$ cat src/box_average_downsampler_assert.svh
// Assertion helpers used by the RTL file boxds_back.
`ifndef BOX_AVERAGE_DOWNSAMPLER_ASSERT_SVH
`define BOX_AVERAGE_DOWNSAMPLER_ASSERT_SVH

// Check cons in the same cycle as ante.
`define BOXDS_ASSERT_NOW(name, clk_i, rst_ni, ante, cons) \
	name: assert property (@(posedge clk_i) disable iff (!rst_ni) (ante) |-> (cons)) \
		else $error("boxds assertion failed");

// Check cons in the cycle after ante.
`define BOXDS_ASSERT_NEXT(name, clk_i, rst_ni, ante, cons) \
	name: assert property (@(posedge clk_i) disable iff (!rst_ni) (ante) |=> (cons)) \
		else $error("boxds assertion failed");

`endif

$ cat src/boxds_pkg.sv
package boxds_pkg;

	localparam int DEF_MAX_OUT_WIDTH = 4096;
	localparam int DEF_MAX_FACTOR    = 16;
	localparam int DEF_CHANNELS      = 4;

	localparam int NUM_LANES  = 4;
	localparam int PIX_W      = 16;
	localparam int SUM_W      = 24;
	localparam int CNT_W      = 16;
	localparam int FACTOR_W   = 5;
	localparam int CFG_IDX_W  = 2;
	localparam int CFG_DATA_W = 16;

	localparam int QUEUE_DEPTH = 4;
	localparam int QPTR_W      = $clog2(QUEUE_DEPTH);

	typedef enum logic [CFG_IDX_W-1:0] {
		CFG_BLOCK_FACTOR  = 2'd0,
		CFG_SOURCE_WIDTH  = 2'd1,
		CFG_SOURCE_HEIGHT = 2'd2
	} cfg_index_t;

	typedef logic [PIX_W-1:0] pixel_t;
	typedef pixel_t [NUM_LANES-1:0] pix_vec_t;

	typedef struct packed {
		logic first;
		logic last;
		logic row_end;
		logic frame_end;
	} blk_flags_t;

endpackage

$ cat src/boxds_queue.sv
module boxds_queue import boxds_pkg::*; #(
	parameter int WIDTH = 8
) (
	input  logic             clk,
	input  logic             arst_n,
	input  logic             push,
	input  logic [WIDTH-1:0] wdata,
	input  logic             pop,
	output logic [WIDTH-1:0] rdata,
	output logic             full,
	output logic             empty
);

	logic [WIDTH-1:0]  slot_q [QUEUE_DEPTH];
	logic [QPTR_W-1:0] wr_ptr_q, rd_ptr_q;
	logic [QPTR_W:0]   count_q;

	assign full  = (count_q == (QPTR_W+1)'(QUEUE_DEPTH));
	assign empty = (count_q == '0);
	assign rdata = slot_q[rd_ptr_q];

	always_ff @(posedge clk) begin
		if (push) begin
			slot_q[wr_ptr_q] <= wdata;
		end
	end

	always_ff @(posedge clk or negedge arst_n) begin
		if (!arst_n) begin
			wr_ptr_q <= '0;
			rd_ptr_q <= '0;
			count_q  <= '0;
		end else begin
			if (push) begin
				wr_ptr_q <= (wr_ptr_q == QPTR_W'(QUEUE_DEPTH - 1)) ? '0 : wr_ptr_q + QPTR_W'(1);
			end
			if (pop) begin
				rd_ptr_q <= (rd_ptr_q == QPTR_W'(QUEUE_DEPTH - 1)) ? '0 : rd_ptr_q + QPTR_W'(1);
			end
			if (push && !pop) begin
				count_q <= count_q + (QPTR_W+1)'(1);
			end else if (pop && !push) begin
				count_q <= count_q - (QPTR_W+1)'(1);
			end
		end
	end

endmodule

$ cat config.mk
export PLATFORM = sky130hd
export DESIGN_NAME = boxds_queue
export DESIGN_NICKNAME = d
export VERILOG_FILES = /design/src/box_average_downsampler_assert.svh /design/src/boxds_pkg.sv /design/src/boxds_queue.sv
export SDC_FILE = /design/constraint.sdc
export NUM_CORES = 1
export LEC_CHECK = 0
export ABC_AREA = 1
export ABC_CLOCK_PERIOD_IN_PS = 1250
export BUFFER_PORTS_ARGS = -buffer_cell sky130_fd_sc_hd__clkbuf_2
export CORE_MARGIN = 5
export CORE_UTILIZATION = 41
export CTS_BUF_LIST = sky130_fd_sc_hd__clkbuf_2
export CTS_CLUSTER_SIZE = 30
export DETAILED_ROUTE_END_ITERATION = 12
export RECOVER_POWER = 100
export SLEW_MARGIN = 0
export SYNTH_ARGS = -nofsm -noshare
export SYNTH_HDL_FRONTEND = slang
export SYNTH_SLANG_ARGS = --single-unit
$ cat constraint.sdc
create_clock -name clk -period 1.25 [get_ports clk]
set_input_delay 0.25 -clock clk [delete_from_list [all_inputs] [get_ports clk]]
set_output_delay 0.25 -clock clk [all_outputs]
set_load 0.03 [all_outputs]
# ---- Word level (Yosys, flattened, before mapping)
# Memories as Yosys holds them, arrays and structs flattened.
# Cells that the tools add are included.
dict set report op_classes {
  n_reduce_logical 6
  n_mux 6
  n_eq_ne 3
  n_addsub 4
}
# cell n
set op_table {}
lappend op_table {{$mux W3} 2}
lappend op_table {{$add A2 B1 Y2 const B} 2}
lappend op_table {{$eq A2 B2 Y1 const B} 2}
lappend op_table {{$mux W2} 2}
lappend op_table {{$add A3 B1 Y3 const B} 1}
lappend op_table {{$eq A3 B3 Y1 const B} 1}
lappend op_table {{$logic_not A3 Y1} 1}
lappend op_table {{$sub A3 B1 Y3 const B} 1}
lappend op_table {{$logic_and A1 B1 Y1} 2}
lappend op_table {{$logic_not A1 Y1} 2}
lappend op_table {{$mux W1} 2}
lappend op_table {{$reduce_bool A2 Y1} 1}
dict set report word_totals {
  mem_count 1
  output_inout_bits 10
  ff_bits 7
  in_bits 12
  ram_bits 32
}
# memory depth word_bits rd rd_clocked_by_memory_dff write_ports line_no
set mem_list {}
lappend mem_list {slot_q 4 8 1 0 1 boxds_queue.sv:14} ;# logic [WIDTH-1:0] slot_q [QUEUE_DEPTH];

# ---- Depth between registers and ports, before layout
dict set report logic_depth {
  word_depth 4
  depth_mapped 9
  depth_no_buf 9
}

# ---- Worst setup path after synthesis
# Ideal clock, no wire load.
dict set report synth_timing {
  path_kind {flip-flop to output port}
  start {register count_q[0]}
  end {output port full}
  t_arrival_ns 1.117
  required_ns 1.000
  stages_incl_launch_ff 2
  setup_slack_ns -0.117
  path_cell_list {dfrtp_1 nor3_1}
}
dict set report synth_between {
  elab_chain_cells 1
}
# element line_no
set synth_rtl {}
lappend synth_rtl {{start, declared} boxds_queue.sv:16} ;# logic [QPTR_W:0] count_q;
lappend synth_rtl {{start signal, assigned} boxds_queue.sv:41} ;# count_q <= count_q + (QPTR_W+1)'(1);
lappend synth_rtl {{start signal, assigned} boxds_queue.sv:43} ;# count_q <= count_q - (QPTR_W+1)'(1);
lappend synth_rtl {{$eq A3 B3 Y1} boxds_queue.sv:18} ;# assign full = (count_q == (QPTR_W+1)'(QUEUE_DEPTH));
lappend synth_rtl {{end, declared} boxds_queue.sv:10} ;# output logic full,
# No other way between the ends.

# ---- Worst setup path after layout
dict set report layout_timing {
  start {register rd_ptr_q[0]}
  end {output port rdata[7]}
}
dict set report layout_between {
  elab_chain_cells 1
}
# element line_no
set layout_rtl {}
lappend layout_rtl {{start, declared} boxds_queue.sv:15} ;# logic [QPTR_W-1:0] wr_ptr_q, rd_ptr_q;
lappend layout_rtl {{start signal, assigned} boxds_queue.sv:38} ;# rd_ptr_q <= (rd_ptr_q == QPTR_W'(QUEUE_DEPTH - 1)) ? '0 : rd_ptr_q + QPTR_W'(1);
lappend layout_rtl {{$mem_v2 Z4 W8} --}
lappend layout_rtl {{end, declared} boxds_queue.sv:9} ;# output logic [WIDTH-1:0] rdata,
# No other way between the ends.

==> reports/metrics.cfg <==
[status]
status = finished, violations left
violations = negative setup slack

[routing]
totalWireLength_mm = 3.032
routedWlPerCell_um = 12.53
avgViaCountPerCell = 4.707
drt_iter0_drc = 70
drc = 0
ant_nets = 0
firstDrtPassIters = 4
via_count = 1139

[sta]
rsz0062_at_grt = yes
period_needed_ns = 1.680
final.setup.worst_slack_ns = -0.4304
slew_headroom = 0.7388
fin_worst_skew_ns = 0.003416
worstMarginPinSlew_ns = 0.3918
setup_viol = 12
holdWs_ns = 0.1233
fin_crit_sh = 1.344
maxSlewViolCount = 0
fmax_mhz = 595.1
finalHoldViolCount = 0

[placed_design]
gp_congestion = 0.7457
place_ws_ns = -0.1395
placed_cells = 226
dp_hpwl_mm = 2.157
port_buffers = 21

[grt]
grt_pass1_wl_mm = 4.981
grt_antenna_before_repair = 0
grt_usage = 0.1237
grt_pass1_vias = 1084
grt_start_max_net_pins = 18
overflow = 0

[synthesis]
yosys.area.top_type = edfxtp_1
yosys.area_share.simple = 0.09846
synth.area.top_cells = edfxtp_1 56%, dfrtp_1 10%, nand2_1 8.4%
yosysMostFrequentCell = nand2_1
synth-seq-cells = 39
ys.flop_type = edfxtp_1
synth_top_area_share = 0.5643
synth_top_family_by_area = simple AND/OR/NAND/NOR gates
synth_cells = 144
syn_avg_cell_area_um2 = 11.83
synth_cell_types = 17
synthMuxAreaShare = 0
async_flop_share = 0.1795
syn-cell-area_um2 = 1703
synth_adder_area_share = 0.05584
synthXorXnorAreaFrac = 0.005143
syn_nets = 163
synth_commonest_cells = 38 x nand2_1, 32 x edfxtp_1, 27 x inv_1
synth-edff-count = 32
synth_compound_area_frac = 0.08523
yosysWarnings = 0
yosysSeqAreaShare = 0.6672

[cts]
htree_levels = 2
cts.sinks = 39
cts-root-buf = clkbuf_2
cts_buffer_depth = 2
cts.clk_slew.worst_paths_ns = 0.17
cts_made_buffers = 5
clkLatencyLatePin_ns = 0.37
cts_tree = done

[finish]
fin_cells = 242
layout-area-overhead-vs-synth_pct = 29.17
fin_util = 0.5499
n_fill_cell = 334
diodes = 0
nets = 210
drive_above_1_share = 0.2969

[die]
die_h_um = 74.45
die_w_um = 74.45
die_area_um2 = 5542
rows = 23
io_pins = 22
initial_core_util = 0.4257
core_area_um2 = 4000

[worst_setup_path]
end_kind = primary output
crit_required_ns = 1.00
crit_fanout = 16
worstSetupPathType = reg2out
reg2reg_from = count_q[1]
cp.arrival_ns = 1.43
rr_worst_depth = 6
reg2reg_slack_ns = -0.09
r2r-end = count_q[2]
cp-start-kind = flip-flop

[job]
cap_violations = 0

[hold_path]
hp-class = in2reg
hold_path_end = slot_q[0][2]
hp-start = wdata[2]
holdPathStages = 1

[power]
power_mw = 4.971
ir_worst_vdd_mv = 1.034
power.density_nw_per_um2 = 2260
static-leakage-power_nw = 0.9787

==> per-stage QoR <==
stage	cell area, um2	setup TNS [ns]
4_1_cts	2183	-4.211
2_1_floorplan	1713	0
3_5_place_dp	1977	-0.2139
6_report	2200	-4.042
3_3_place_gp	1977	-0.1218
5_1_grt	2200	-5.896
==> cell type report <==
class | count | area [um2] | area share
multi-input combinational | 72 | 456.7 | 0.2076
timing repair buffer | 44 | 394.1 | 0.1792
sequential | 39 | 1137 | 0.5171
tap | 50 | 62.56 | 0.02844
clock inverter | 1 | 5.005 | 0.002275
inverter | 29 | 108.9 | 0.04949
clock buffer | 7 | 35.03 | 0.01593
==> timing repair <==
item                                   CTS  global route
pin swaps                                3             4
hold buffers                             1             0
gates resized for setup                 30            12
endpoints found under the hold margin    7             0
setup buffers                            5             4
setup endpoints to repair               11            36
==> routing by layer <==
metal | global-route usage | share of wire | up-vias
li1 | - | - | 575
met1 | 0.1508 | 0.42 | 542
met2 | 0.1980 | 0.51 | 17
met3 | 0.05270 | 0.056 | 5
met4 | 0.04150 | 0.017 | 0
met5 | 0 | 0 | -
==> flip-flops by register name, indices dropped and copies added (netlist names) <==
name      flops
wr_ptr_q      2
slot_q       32
count_q       3
rd_ptr_q      2
==> cell families (layout without fill, tap and decap cells) <==
logic type                 count (synthesis)  after routing
xor gates and xnor gates                   1              1
and+or+nand+nor                           43             43
DFF                                       39             39
AOI/OAI and AO/OA                         21             21
buffers and inverters                     33             81
adders and majority gates                  7              7
==> where the power goes <==
| part | total, mW | internal [mW] | switching, mW |
|---|---|---|---|
| Clock | 0.524 | 0.153 | 0.371 |
| Combinational | 2.57 | 1.19 | 1.37 |
| Sequential | 1.88 | 1.72 | 0.154 |
| Total | 4.97 | 3.07 | 1.90 |
==> cells in the final DEF, fill, tap and decap left out, types with 2 or more instances in the layout <==
cell type and n:
buf_12 2, buf_4 13, buf_6 5, clkbuf_1 10, clkbuf_2 10, clkbuf_8 10, dfrtp_1 6, edfxtp_1 32
ha_1 6, inv_1 22, inv_2 7, nand2_1 34, nand2_2 4, nor3_4 2, o211ai_1 16, o21ai_0 4
==> worst max path at each step <==
stage | endpoint | slack (ns) | start
floorplan | count_q[2] | 0.03 | count_q[0]
global placement | count_q[2] | -0.09 | pop
detailed placement | count_q[2] | -0.14 | pop
CTS | rdata[7] | -0.46 | rd_ptr_q[0]
global route | rdata[6] | -0.58 | rd_ptr_q[0]
finish | rdata[7] | -0.43 | rd_ptr_q[0]
==> worst max-delay path, stage by stage, from the launching register on <==
cell and delay, ns:
dfrtp_1 0.42, inv_2 0.10, buf_12 0.14, nand2_1 0.06
o211ai_1 0.08, nand2_1 0.09, clkbuf_8 0.17
No activity file was read; power rests on OpenSTA's default activity.
