### config.mk
export PLATFORM = sky130hd
export DESIGN_NAME = boxds_front
export DESIGN_NICKNAME = d
export VERILOG_FILES = /design/src/box_average_downsampler_assert.svh /design/src/boxds_pkg.sv /design/src/boxds_front.sv
export SDC_FILE = /design/constraint.sdc
export NUM_CORES = 1
export LEC_CHECK = 0
export ABC_AREA = 1
export BUFFER_PORTS_ARGS = -buffer_cell sky130_fd_sc_hd__buf_2
export CORE_AREA = 2 2 120 169
export DETAILED_ROUTE_END_ITERATION = 10
export DIE_AREA = 0 0 122 171
export PLACE_DENSITY = 0.88
export SLEW_MARGIN = 20
export SYNTH_ARGS = -nofsm -noshare
export SYNTH_HDL_FRONTEND = slang
export SYNTH_SLANG_ARGS = --single-unit
### constraint.sdc
create_clock -name clk -period 7.3 [get_ports clk]
set_input_delay 1.095 -clock clk [delete_from_list [all_inputs] [get_ports clk]]
set_output_delay 1.095 -clock clk [all_outputs]
set_load 0.005 [all_outputs]
### src/box_average_downsampler_assert.svh
// Assertion helpers used by the RTL file boxds_back.
`ifndef BOX_AVERAGE_DOWNSAMPLER_ASSERT_SVH
`define BOX_AVERAGE_DOWNSAMPLER_ASSERT_SVH

// Check cons in the same cycle as ante.
`define BOXDS_ASSERT_NOW(name, clk_i, rst_ni, ante, cons) \
	name: assert property (@(posedge clk_i) disable iff (!rst_ni) (ante) |-> (cons)) \
		else $error("boxds assertion failed");

// Check cons in the cycle after ante.
`define BOXDS_ASSERT_NEXT(name, clk_i, rst_ni, ante, cons) \
	name: assert property (@(posedge clk_i) disable iff (!rst_ni) (ante) |=> (cons)) \
		else $error("boxds assertion failed");

`endif

### src/boxds_pkg.sv
package boxds_pkg;

	localparam int DEF_MAX_OUT_WIDTH = 4096;
	localparam int DEF_MAX_FACTOR    = 16;
	localparam int DEF_CHANNELS      = 4;

	localparam int NUM_LANES  = 4;
	localparam int PIX_W      = 16;
	localparam int SUM_W      = 24;
	localparam int CNT_W      = 16;
	localparam int FACTOR_W   = 5;
	localparam int CFG_IDX_W  = 2;
	localparam int CFG_DATA_W = 16;

	localparam int QUEUE_DEPTH = 4;
	localparam int QPTR_W      = $clog2(QUEUE_DEPTH);

	typedef enum logic [CFG_IDX_W-1:0] {
		CFG_BLOCK_FACTOR  = 2'd0,
		CFG_SOURCE_WIDTH  = 2'd1,
		CFG_SOURCE_HEIGHT = 2'd2
	} cfg_index_t;

	typedef logic [PIX_W-1:0] pixel_t;
	typedef pixel_t [NUM_LANES-1:0] pix_vec_t;

	typedef struct packed {
		logic first;
		logic last;
		logic row_end;
		logic frame_end;
	} blk_flags_t;

endpackage

### src/boxds_front.sv
module boxds_front import boxds_pkg::*; #(
	parameter int MAX_OUT_WIDTH = DEF_MAX_OUT_WIDTH,
	parameter int MAX_FACTOR    = DEF_MAX_FACTOR
) (
	input  logic                                clk,
	input  logic                                arst_n,
	input  logic                                cfg_valid,
	input  logic [CFG_IDX_W-1:0]                cfg_index,
	input  logic [CFG_DATA_W-1:0]               cfg_data,
	input  logic                                in_valid,
	input  logic                                frame_start,
	input  pix_vec_t                            pix,
	input  logic                                q_full,
	output logic                                push,
	output pix_vec_t                            push_pix,
	output logic [$clog2(MAX_OUT_WIDTH)-1:0]    push_addr,
	output logic [$clog2(MAX_FACTOR+1)-1:0]     push_f,
	output blk_flags_t                          push_flags
);

	localparam int FW = $clog2(MAX_FACTOR + 1);
	localparam int CW = $clog2(MAX_FACTOR);
	localparam int IW = FW + 1;
	localparam int AW = $clog2(MAX_OUT_WIDTH);
	localparam int BW = $clog2(MAX_OUT_WIDTH + 1);
	localparam int PW = CNT_W + 2;

	logic [FACTOR_W-1:0] factor_q;
	logic [CNT_W-1:0]    width_q;
	logic [CNT_W-1:0]    height_q;

	logic [CNT_W-1:0] col_q, row_q;
	logic [CW-1:0]    cib_q, rib_q;
	logic [BW-1:0]    bc_q;

	logic [FW-1:0]    f_eff;
	logic [CNT_W-1:0] w_eff, h_eff;
	logic [CNT_W-1:0] x, y;
	logic [CW-1:0]    cib, rib;
	logic [BW-1:0]    bc;
	logic [PW-1:0]    x_end, y_end;
	logic             keep, accept, row_wrap;
	logic [IW-1:0]    cib_inc, rib_inc;

	// configuration registers
	always_ff @(posedge clk or negedge arst_n) begin
		if (!arst_n) begin
			factor_q <= FACTOR_W'(1);
			width_q  <= CNT_W'(1);
			height_q <= CNT_W'(1);
		end else if (cfg_valid) begin
			case (cfg_index_t'(cfg_index))
				CFG_BLOCK_FACTOR:  factor_q <= cfg_data[FACTOR_W-1:0];
				CFG_SOURCE_WIDTH:  width_q  <= cfg_data[CNT_W-1:0];
				CFG_SOURCE_HEIGHT: height_q <= cfg_data[CNT_W-1:0];
				default: ;
			endcase
		end
	end

	// clamp the factor, treat zero sizes as one
	always_comb begin
		if (factor_q == '0) begin
			f_eff = FW'(1);
		end else if (32'(factor_q) > 32'(MAX_FACTOR)) begin
			f_eff = FW'(MAX_FACTOR);
		end else begin
			f_eff = FW'(factor_q);
		end
		w_eff = (width_q == '0) ? CNT_W'(1) : width_q;
		h_eff = (height_q == '0) ? CNT_W'(1) : height_q;
	end

	// frame start clears the position before the pixel is taken
	assign x   = frame_start ? '0 : col_q;
	assign y   = frame_start ? '0 : row_q;
	assign cib = frame_start ? '0 : cib_q;
	assign rib = frame_start ? '0 : rib_q;
	assign bc  = frame_start ? '0 : bc_q;

	// end of the current block, one past its last column or row
	assign x_end = PW'(x) + PW'(f_eff) - PW'(cib);
	assign y_end = PW'(y) + PW'(f_eff) - PW'(rib);

	assign keep = (x_end <= PW'(w_eff)) && (y_end <= PW'(h_eff))
		&& (bc < BW'(MAX_OUT_WIDTH));

	assign accept = in_valid && !q_full;
	assign push   = accept && keep;

	always_comb begin
		push_pix   = pix;
		push_addr  = bc[AW-1:0];
		push_f     = f_eff;
		push_flags.first     = (cib == '0) && (rib == '0);
		push_flags.last      = (FW'(cib) == f_eff - FW'(1)) && (FW'(rib) == f_eff - FW'(1));
		push_flags.row_end   = (bc == BW'(MAX_OUT_WIDTH - 1))
			|| (x_end + PW'(f_eff) > PW'(w_eff));
		push_flags.frame_end = push_flags.row_end
			&& (PW'(y) + PW'(1) + PW'(f_eff) > PW'(h_eff));
	end

	assign row_wrap = (PW'(x) + PW'(1)) >= PW'(w_eff);
	assign cib_inc  = IW'(cib) + IW'(1);
	assign rib_inc  = IW'(rib) + IW'(1);

	// advance the position on every transaction
	always_ff @(posedge clk or negedge arst_n) begin
		if (!arst_n) begin
			col_q <= '0;
			row_q <= '0;
			cib_q <= '0;
			rib_q <= '0;
			bc_q  <= '0;
		end else if (accept) begin
			if (row_wrap) begin
				col_q <= '0;
				cib_q <= '0;
				bc_q  <= '0;
				row_q <= (y != '1) ? y + CNT_W'(1) : y;
				rib_q <= (rib_inc >= IW'(f_eff)) ? '0 : CW'(rib_inc);
			end else begin
				col_q <= x + CNT_W'(1);
				rib_q <= rib;
				row_q <= y;
				if (cib_inc >= IW'(f_eff)) begin
					cib_q <= '0;
					bc_q  <= (bc < BW'(MAX_OUT_WIDTH)) ? bc + BW'(1) : bc;
				end else begin
					cib_q <= CW'(cib_inc);
					bc_q  <= bc;
				end
			end
		end
	end

endmodule

# Word level (Yosys, flattened, before mapping)
# Index checks and enable logic that the tools add are counted.
[totals]
mem_bits_rw = 0
input_bits = 88
out_inout_bits = 86
register_bits = 90
latchBits = 0
mem_bits_ro = 0
mem_count = 0
[op_classes]
n_addsub = 14
n_mux = 19
reduce_logical = 18
n_eq_ne = 6
shifts = 0
bitwise_logic = 0
multipliers = 0
div_mod_pow = 0
magnitude_cmp = 9
[ops]
columns = ["operator", "n"]
rows = [
  ["16-bit two-way mux", 7],
  ["13-bit two-way mux", 4],
  ["18-bit by 16-bit > comparator with 1-bit output", 2],
  ["18-bit by 16-bit <= comparator with 1-bit output", 2],
  ["17-bit by 4-bit subtractor with 18-bit output", 2],
  ["16-bit by 1-bit adder with 17-bit output (second input constant)", 2],
  ["16-bit by 5-bit adder with 17-bit output", 2],
  ["16-bit by 1-bit adder with 16-bit output (second input constant)", 2],
  ["16-bit logical NOT", 2],
  ["4-bit two-way mux", 6],
  ["17-bit by 5-bit adder with 18-bit output", 1],
  ["18-bit by 5-bit adder with 18-bit output", 1],
  ["17-bit by 16-bit >= comparator with 1-bit output", 1],
  ["16-bit inequality test (second input constant)", 1],
  ["13-bit by 1-bit adder with 13-bit output (second input constant)", 1],
  ["13-bit by 12-bit == test with 1-bit output (second input constant)", 1],
  ["13-bit < comparator (second input constant)", 1],
  ["4-bit by 1-bit adder with 5-bit output (second input constant)", 2],
  ["4-bit by 5-bit == test with 1-bit output", 2],
  ["5-bit >= comparator", 2],
  ["5-bit two-way mux", 2],
  ["4-bit logical NOT", 2],
  ["1-bit logical AND", 7],
  ["2-bit AND reduction", 3],
  ["8 further kinds", 8],
]

# Logic depth before layout (Yosys ltp)
# Gate-level depths: netlist (run 1).
[depth]
word_depth = 9
ltp_mapped = 36

# Worst setup path after synthesis (run 1)
# No wires, ideal clock.
[synth_path]
kind = "input port to output port"
startpoint = "in frame_start"
endpoint = "out push_flags[0] (netlist name)"
t_arrival_ns = 5.457
cell_stages = 32
setup_slack_ns = 0.748
path_buffers = 3
path_cell_list = "buf_6 > inv_4 > clkbuf_1 > buf_2 > nand2_1 > fa_1 > inv_1 > ha_1 > or2_2 > nand2_1 > xnor2_1 > ha_1 > nand2_1 > inv_1 > nand4_1 > nand3_1 > nand3_1 > nor2_2 > nand2_1 > nor2_2 > xor2_1 > ha_1 > nand2_1 > nor2_1 > a211oi_1 > nand2_1 > nand2_1 > nand2_1 > a21oi_1 > nand2_1 > nor2_1 > nor2_1"
[synth_lines]
columns = ["element", "line_no", "source"]
rows = [
  ["start, declared", "boxds_front.sv:11", "input logic frame_start,"],
  ["end, declared", "boxds_front.sv:18", "output blk_flags_t push_flags"],
]

==> results.md, run 1 <==
## Status
- finished, final reports clean — outcome

## Synth
- 1975 — net count of the mapped netlist
- sky130_fd_sc_hd__dfrtp_1 — cell type with the largest total area after synthesis
- 0.01141 mm^2 — cell area after synthesis
- 6.657 um^2 — Avg Inst Size Synth
- 19.77% — sequential-to-total area share from yosys stat
- 0 — number of synthesis warnings
- 90 — #FFs+latches synth
- sky130_fd_sc_hd__dfrtp_1 (19%), sky130_fd_sc_hd__ha_1 (18%), sky130_fd_sc_hd__nand2_1 (15%), sky130_fd_sc_hd__inv_1 (9.2%), sky130_fd_sc_hd__xor2_1 (5.3%) — most area-consuming cells after synthesis
- 19.08% — area share of the largest cell type after synthesis
- 1714 — synthesized instance count
- 48 — Distinct cells, synth

## GRT
- 10.51k — vias in the first global route
- 0 — initial antenna violation count
- 49770 um — global-route wire length before repair
- 66 — pin count of the biggest net entering global routing
- 0 — overall overflow remaining after global route
- 30.37% — Total Routing Usage GR

## Placement
- 25010 um — Detailed Place HPWL
- 0.2849 ns — minimum setup slack after placement
- 1925 — number of cells after detailed placement
- 45 — Buffers on Ports
- 0.9856 — placer congestion estimate

## Clocking
- sky130_fd_sc_hd__clkbuf_16 — clock root cell
- 90 — Clock Sinks
- 9 — Inserted Clock Buffers
- 0.37 ns — Worst-Skew Late Latency
- yes — TritonCTS clock tree
- 2 — maximum count of clock buffers along a single path
- 0 — Post-CTS Hold Buffers
- 0 — post-CTS setup-driven buffer insertion count
- 0.07 ns — Reg clk slew, reported paths
- 3 — CTS H-tree depth

## Floorplan
- 171 um — Die Y
- 0.02086 mm^2 — die area
- 61 — Std-Cell Rows
- 174 — number of top-level design ports
- 122 um — Die Wd
- 0.01946 mm^2 — placeable core region
- 58.63% — effective utilization at floorplan

## Worst setup path
- 19 — maximum fanout encountered on the critical timing path
- sky130_fd_sc_hd__nand2_1 — most common cell type on the critical path
- sky130_fd_sc_hd__fa_1 — slowest cell on the critical path
- 0.57 ns — largest stage delay on the critical path
- input port — startpoint type of the worst setup path
- 2.66 ns — reg-to-reg setup timing slack
- 6 — CP bufs+invs
- 20 — count of cells along the worst register-to-register path
- 5.68 ns — data arrival time of the critical path
- simple AND/OR/NAND/NOR gates — CP top delay family
- 6.20 ns — Req. time, crit path
- output pin — CP endpoint kind
- col_q[6] — worst flop-to-flop path endpoint
- col_q[0] — R2R Path Start
- in -> out — WS Path Type

## Timing
- 0 — number of pins exceeding their max-slew limit in the final report
- 0.02004 ns — Final Skew
- 0.4827 ns — tightest hold margin
- 36.62% — relative slew slack
- 92.75% — fraction of the cycle the final worst path needs
- false — unrepaired setup endpoints after global routing
- 0 — number of endpoints with negative hold slack in the final report
- 0.9480 ns — transition time of the tightest slew-check pin
- 0 — count of final setup violators
- 0.5291 ns — PnR worst setup slack
- 0 ns — TNS Setup
- 6.771 ns — final critical path time including I/O delays and setup
- 147.7 MHz — highest achievable clock rate

## Routing
- 31290 um — final wirelength
- 10.93k — via count
- 5.630 — vias per cell
- 0 — post-route DRC violation count
- 0 — post-detailed-route count of antenna-violating nets
- 5 — 1st-pass router iterations
- 16.12 um — Routed WL per cell
- 744 — initial DRC count

## Run
- 0 — max-cap viol count

## Finish
- sky130_fd_sc_hd__nand2_1 (464), sky130_fd_sc_hd__inv_1 (281), sky130_fd_sc_hd__ha_1 (166), sky130_fd_sc_hd__nor2_1 (129), sky130_fd_sc_hd__nand3_1 (94) — leading cell types in the layout, fill and taps excluded
- 1941 — Non-Filler Instances
- sky130_fd_sc_hd__nand2_1 — most common cell after layout, fill and taps aside
- 6.217% — fraction of final layout cells with drive strength greater than 1
- 2.247% — Layout Area Growth over Synthesis
- 0 — ANT cells
- 1945 — count of nets after finishing

## Hold path
- 2 — WHS Path Cells
- row_q[9] — worst min-delay path startpoint
- row_q[9] — Hold Path End
- reg -> reg — type of the tightest min-delay check

## Power
- 238.7 mW/mm^2 — power per cell area
- 6.529 nW — leakage power
- 128.0 uV — VDD IR max
- 0.002785 W — Total Power

per-stage QoR:
stage / util, % / cell area [um^2]
floorplan: - / 11410
global placement: 58.49 / 11380
detailed placement: 58.49 / 11380
CTS: 59.85 / 11650
global route: 59.95 / 11670
finish: 59.95 / 11670
per-layer routing:
metal	up-vias	track usage, %	part of all wire [%]
met2	361	55.57	52
met3	130	4.333	4.5
met5	-	0	0
met1	5072	31.22	37
li1	5365	-	-
met4	0	21.59	6.8
flip-flops by register name, summed over array words and instances, names as in the netlist:
signal / flops
height_q: 16
factor_q: 5
rib_q: 4
bc_q: 13
cib_q: 4
col_q: 16
row_q: 16
width_q: 16
synth_stat cells (all sizes together):
cell type	n
o21bai	6
or2	5
xnor2	9
a221oi	1
a211oi	2
nand3	97
nor2	138
a21o	2
a31oi	4
o22ai	14
nor3	11
a41o	2
dfstp	3
nand3b	3
ha	166
a21boi	3
o211ai	4
clkbuf	16
fa	7
o21ai	99
a21oi	69
a22oi	1
o2111ai	1
dfrtp	87
xor2	69
o211a	1
o31ai	2
nor4	15
buf	79
inv	285
and2	5
nand4	40
nand2	466
o21a	2
worst max path at each step:
stage	startpoint	to	slack, ns	cells after the start
finish	frame_start	push_flags[0]	0.53	29
global route	frame_start	push_flags[0]	0.03	34
CTS	frame_start	push_flags[0]	0.26	31
detailed placement	frame_start	push_flags[0]	0.28	30
global placement	frame_start	push_flags[0]	0.37	31
floorplan	frame_start	push_flags[0]	0.75	32
report_power, final:
part / internal [W] / switching [W]
logic: 0.000647 / 0.00110
registers: 0.000552 / 0.0000419
clock network: 0.000233 / 0.000208
total: 0.00143 / 0.00135
worst min-delay path, stage by stage (launching register included):
cell,delay (ns)
sky130_fd_sc_hd__dfrtp_1,0.35
sky130_fd_sc_hd__nand2_1,0.05
sky130_fd_sc_hd__nand2_1,0.05
cells by family after synthesis:
group / count (synthesis) / share of synthesized area [%]
compound gates: 213 / 10.77
xor+xnor: 78 / 5.987
fa+ha+maj: 173 / 19.43
buf+inv: 380 / 15.08
flops: 90 / 19.77
simple gates: 780 / 28.97
final cells by class:
| cell class | count | area (um^2) |
|---|---|---|
| well taps | 252 | 315.3 |
| clock buffers | 13 | 240.2 |
| fillers | 1852 | 7795 |
| multi-input cells | 1244 | 7455 |
| clock inverters | 3 | 25.02 |
| flip-flops and latches | 90 | 2256 |
| inverters | 285 | 1075 |
| repair buffers | 54 | 301.5 |
repair_timing:
| action | 4_1_cts | 5_1_grt |
|---|---|---|
| hold endpoints to repair | 0 | 0 |
| endpoints found under the setup margin | 0 | 2 |
| resized for setup | 0 | 7 |
Note: power is estimated with default switching activity, not from simulation.
==> run 2: changes to the inputs <==
- CORE_AREA: 2 2 120 169 -> 3 3 121 170
- DIE_AREA: 0 0 122 171 -> 0 0 124 173
- clock period: 7.3 -> 8 ns (I/O delays scaled with it)
==> results.md, run 2 (same netlist as run 1, synthesis figures left out) <==
## Status
- finished, final reports clean — outcome

## Routing
- 30940 um — final wirelength
- 0 — post-route DRC violation count
- 5.694 — vias per cell
- 0 — post-detailed-route count of antenna-violating nets
- 16.01 um — Routed WL per cell
- 854 — initial DRC count
- 11.00k — via count
- 8 — 1st-pass router iterations

## Worst setup path
- input port — startpoint type of the worst setup path
- 6.22 ns — data arrival time of the critical path
- 6.80 ns — Req. time, crit path
- in -> out — WS Path Type
- 0.40 ns — largest stage delay on the critical path
- sky130_fd_sc_hd__ha_1 — slowest cell on the critical path
- sky130_fd_sc_hd__nand2_1 — most common cell type on the critical path
- 24 — maximum fanout encountered on the critical timing path
- output pin — CP endpoint kind

## Floorplan
- 0.01922 mm^2 — placeable core region
- 60 — Std-Cell Rows
- 59.38% — effective utilization at floorplan
- 173 um — Die Y
- 124 um — Die Wd
- 0.02145 mm^2 — die area
- 174 — number of top-level design ports

## Timing
- 92.76% — fraction of the cycle the final worst path needs
- 0 ns — TNS Setup
- 0.4872 ns — tightest hold margin
- 0.01506 ns — Final Skew
- false — unrepaired setup endpoints after global routing
- 134.8 MHz — highest achievable clock rate
- 36.56% — relative slew slack
- 7.421 ns — final critical path time including I/O delays and setup
- 0 — number of pins exceeding their max-slew limit in the final report
- 0 — count of final setup violators
- 0 — number of endpoints with negative hold slack in the final report
- 0.9488 ns — transition time of the tightest slew-check pin
- 0.5792 ns — PnR worst setup slack

## Finish
- 0 — ANT cells
- 1940 — count of nets after finishing
- 0.01164 mm^2 — final non-filler cell area
- sky130_fd_sc_hd__nand2_1 (464), sky130_fd_sc_hd__inv_1 (281), sky130_fd_sc_hd__ha_1 (166), sky130_fd_sc_hd__nor2_1 (132), sky130_fd_sc_hd__nand3_1 (94) — leading cell types in the layout, fill and taps excluded
- 60.55% — final cell utilization of the core
- sky130_fd_sc_hd__nand2_1 — most common cell after layout, fill and taps aside
- 5.998% — fraction of final layout cells with drive strength greater than 1
- 1.985% — Layout Area Growth over Synthesis

## Clocking
- 0 — Post-CTS Hold Buffers
- 9 — Inserted Clock Buffers
- 2 — maximum count of clock buffers along a single path
- 0 — post-CTS sizing
- 0.08 ns — Reg clk slew, reported paths
- 0 — post-CTS setup-driven buffer insertion count
- 90 — Clock Sinks
- yes — TritonCTS clock tree
- 0.36 ns — Worst-Skew Late Latency
- sky130_fd_sc_hd__clkbuf_16 — clock root cell
- 3 — CTS H-tree depth

## Hold path
- reg -> reg — type of the tightest min-delay check

## GRT
- 0 — overall overflow remaining after global route
- 28.71% — Total Routing Usage GR
- 54 — pin count of the biggest net entering global routing
- 0 — initial antenna violation count
- 10.73k — vias in the first global route
- 49940 um — global-route wire length before repair

## Placement
- 0.7191 ns — minimum setup slack after placement
- 0.9917 — placer congestion estimate
- 45 — Buffers on Ports
- 0.01134 mm^2 — Placement Cell Area
- 24460 um — Detailed Place HPWL

## Power
- 6.518 nW — leakage power
- 133.2 uV — VDD IR max
- 221.8 mW/mm^2 — power per cell area

## Run
- 0 — max-cap viol count

-- run 2: cell count changes in the layout (fill, tap and decap cells not counted), moves of 2 or more --
cell,change
sky130_fd_sc_hd__clkbuf_1,-4
sky130_fd_sc_hd__nor2_2,-2
sky130_fd_sc_hd__inv_8,+2
sky130_fd_sc_hd__nor2_1,+3
sky130_fd_sc_hd__buf_4,-5
-- run 2: path summary, 6_finish.rpt --
path	start	endpoint	slack, ns	depth (start not counted)
max	frame_start	push_flags[1]	0.58	33
min reg2reg	row_q[7]	row_q[7]	0.49	2
min in group asynchronous	arst_n	height_q[9]	0.80	1
min	row_q[7]	row_q[7]	0.49	2
max reg2reg	col_q[2]	col_q[5]	3.39	19
max in group asynchronous	arst_n	col_q[11]	6.10	2
-- run 2: metal layers --
layer	share of wire, %	wire (um)	vias to the layer above	global-route usage (%)
met3	5.2	1605	157	3.992
met1	36	11170	5025	30.49
met4	8.0	2477	0	22.11
li1	-	-	5357	-
met2	51	15680	461	49.79
met5	0	0	-	0
-- run 2: metrics by stage --
stage | std cells | power, W
after detailed placement | 1916 | 0.002104
after floorplan | 1714 | 0.001740
final | 1932 | 0.002581
after global placement | 1916 | 0.002029
after global routing | 1932 | 0.002824
after CTS | 1932 | 0.002557
-- run 2: final cells by class --
cell class	count	area [um^2]
Clock buffer	9	225.2
Clock inverter	7	71.32
Fill cell	1740	7581
Inverter	285	1075
Multi-Input combinational cell	1244	7442
Sequential cell	90	2256
Tap cell	248	310.3
Timing Repair Buffer	49	257.7
-- run 2: worst max-delay path: cells and delay by family --
family                     cells  cell delay (ns)
AOI/OAI and AO/OA              5             0.79
xor gates and xnor gates       3             0.53
adders and majority gates      4             1.21
buffers and inverters          5             0.73
and+or+nand+nor               16             1.76
-- run 2: report_power, final --
group | leakage (nW) | switching [W] | internal (W)
sequential | 1.19 | 0.0000414 | 0.000503
clock | 0.139 | 0.000215 | 0.000220
combinational | 5.19 | 0.00101 | 0.000589
total | 6.52 | 0.00127 | 0.00131
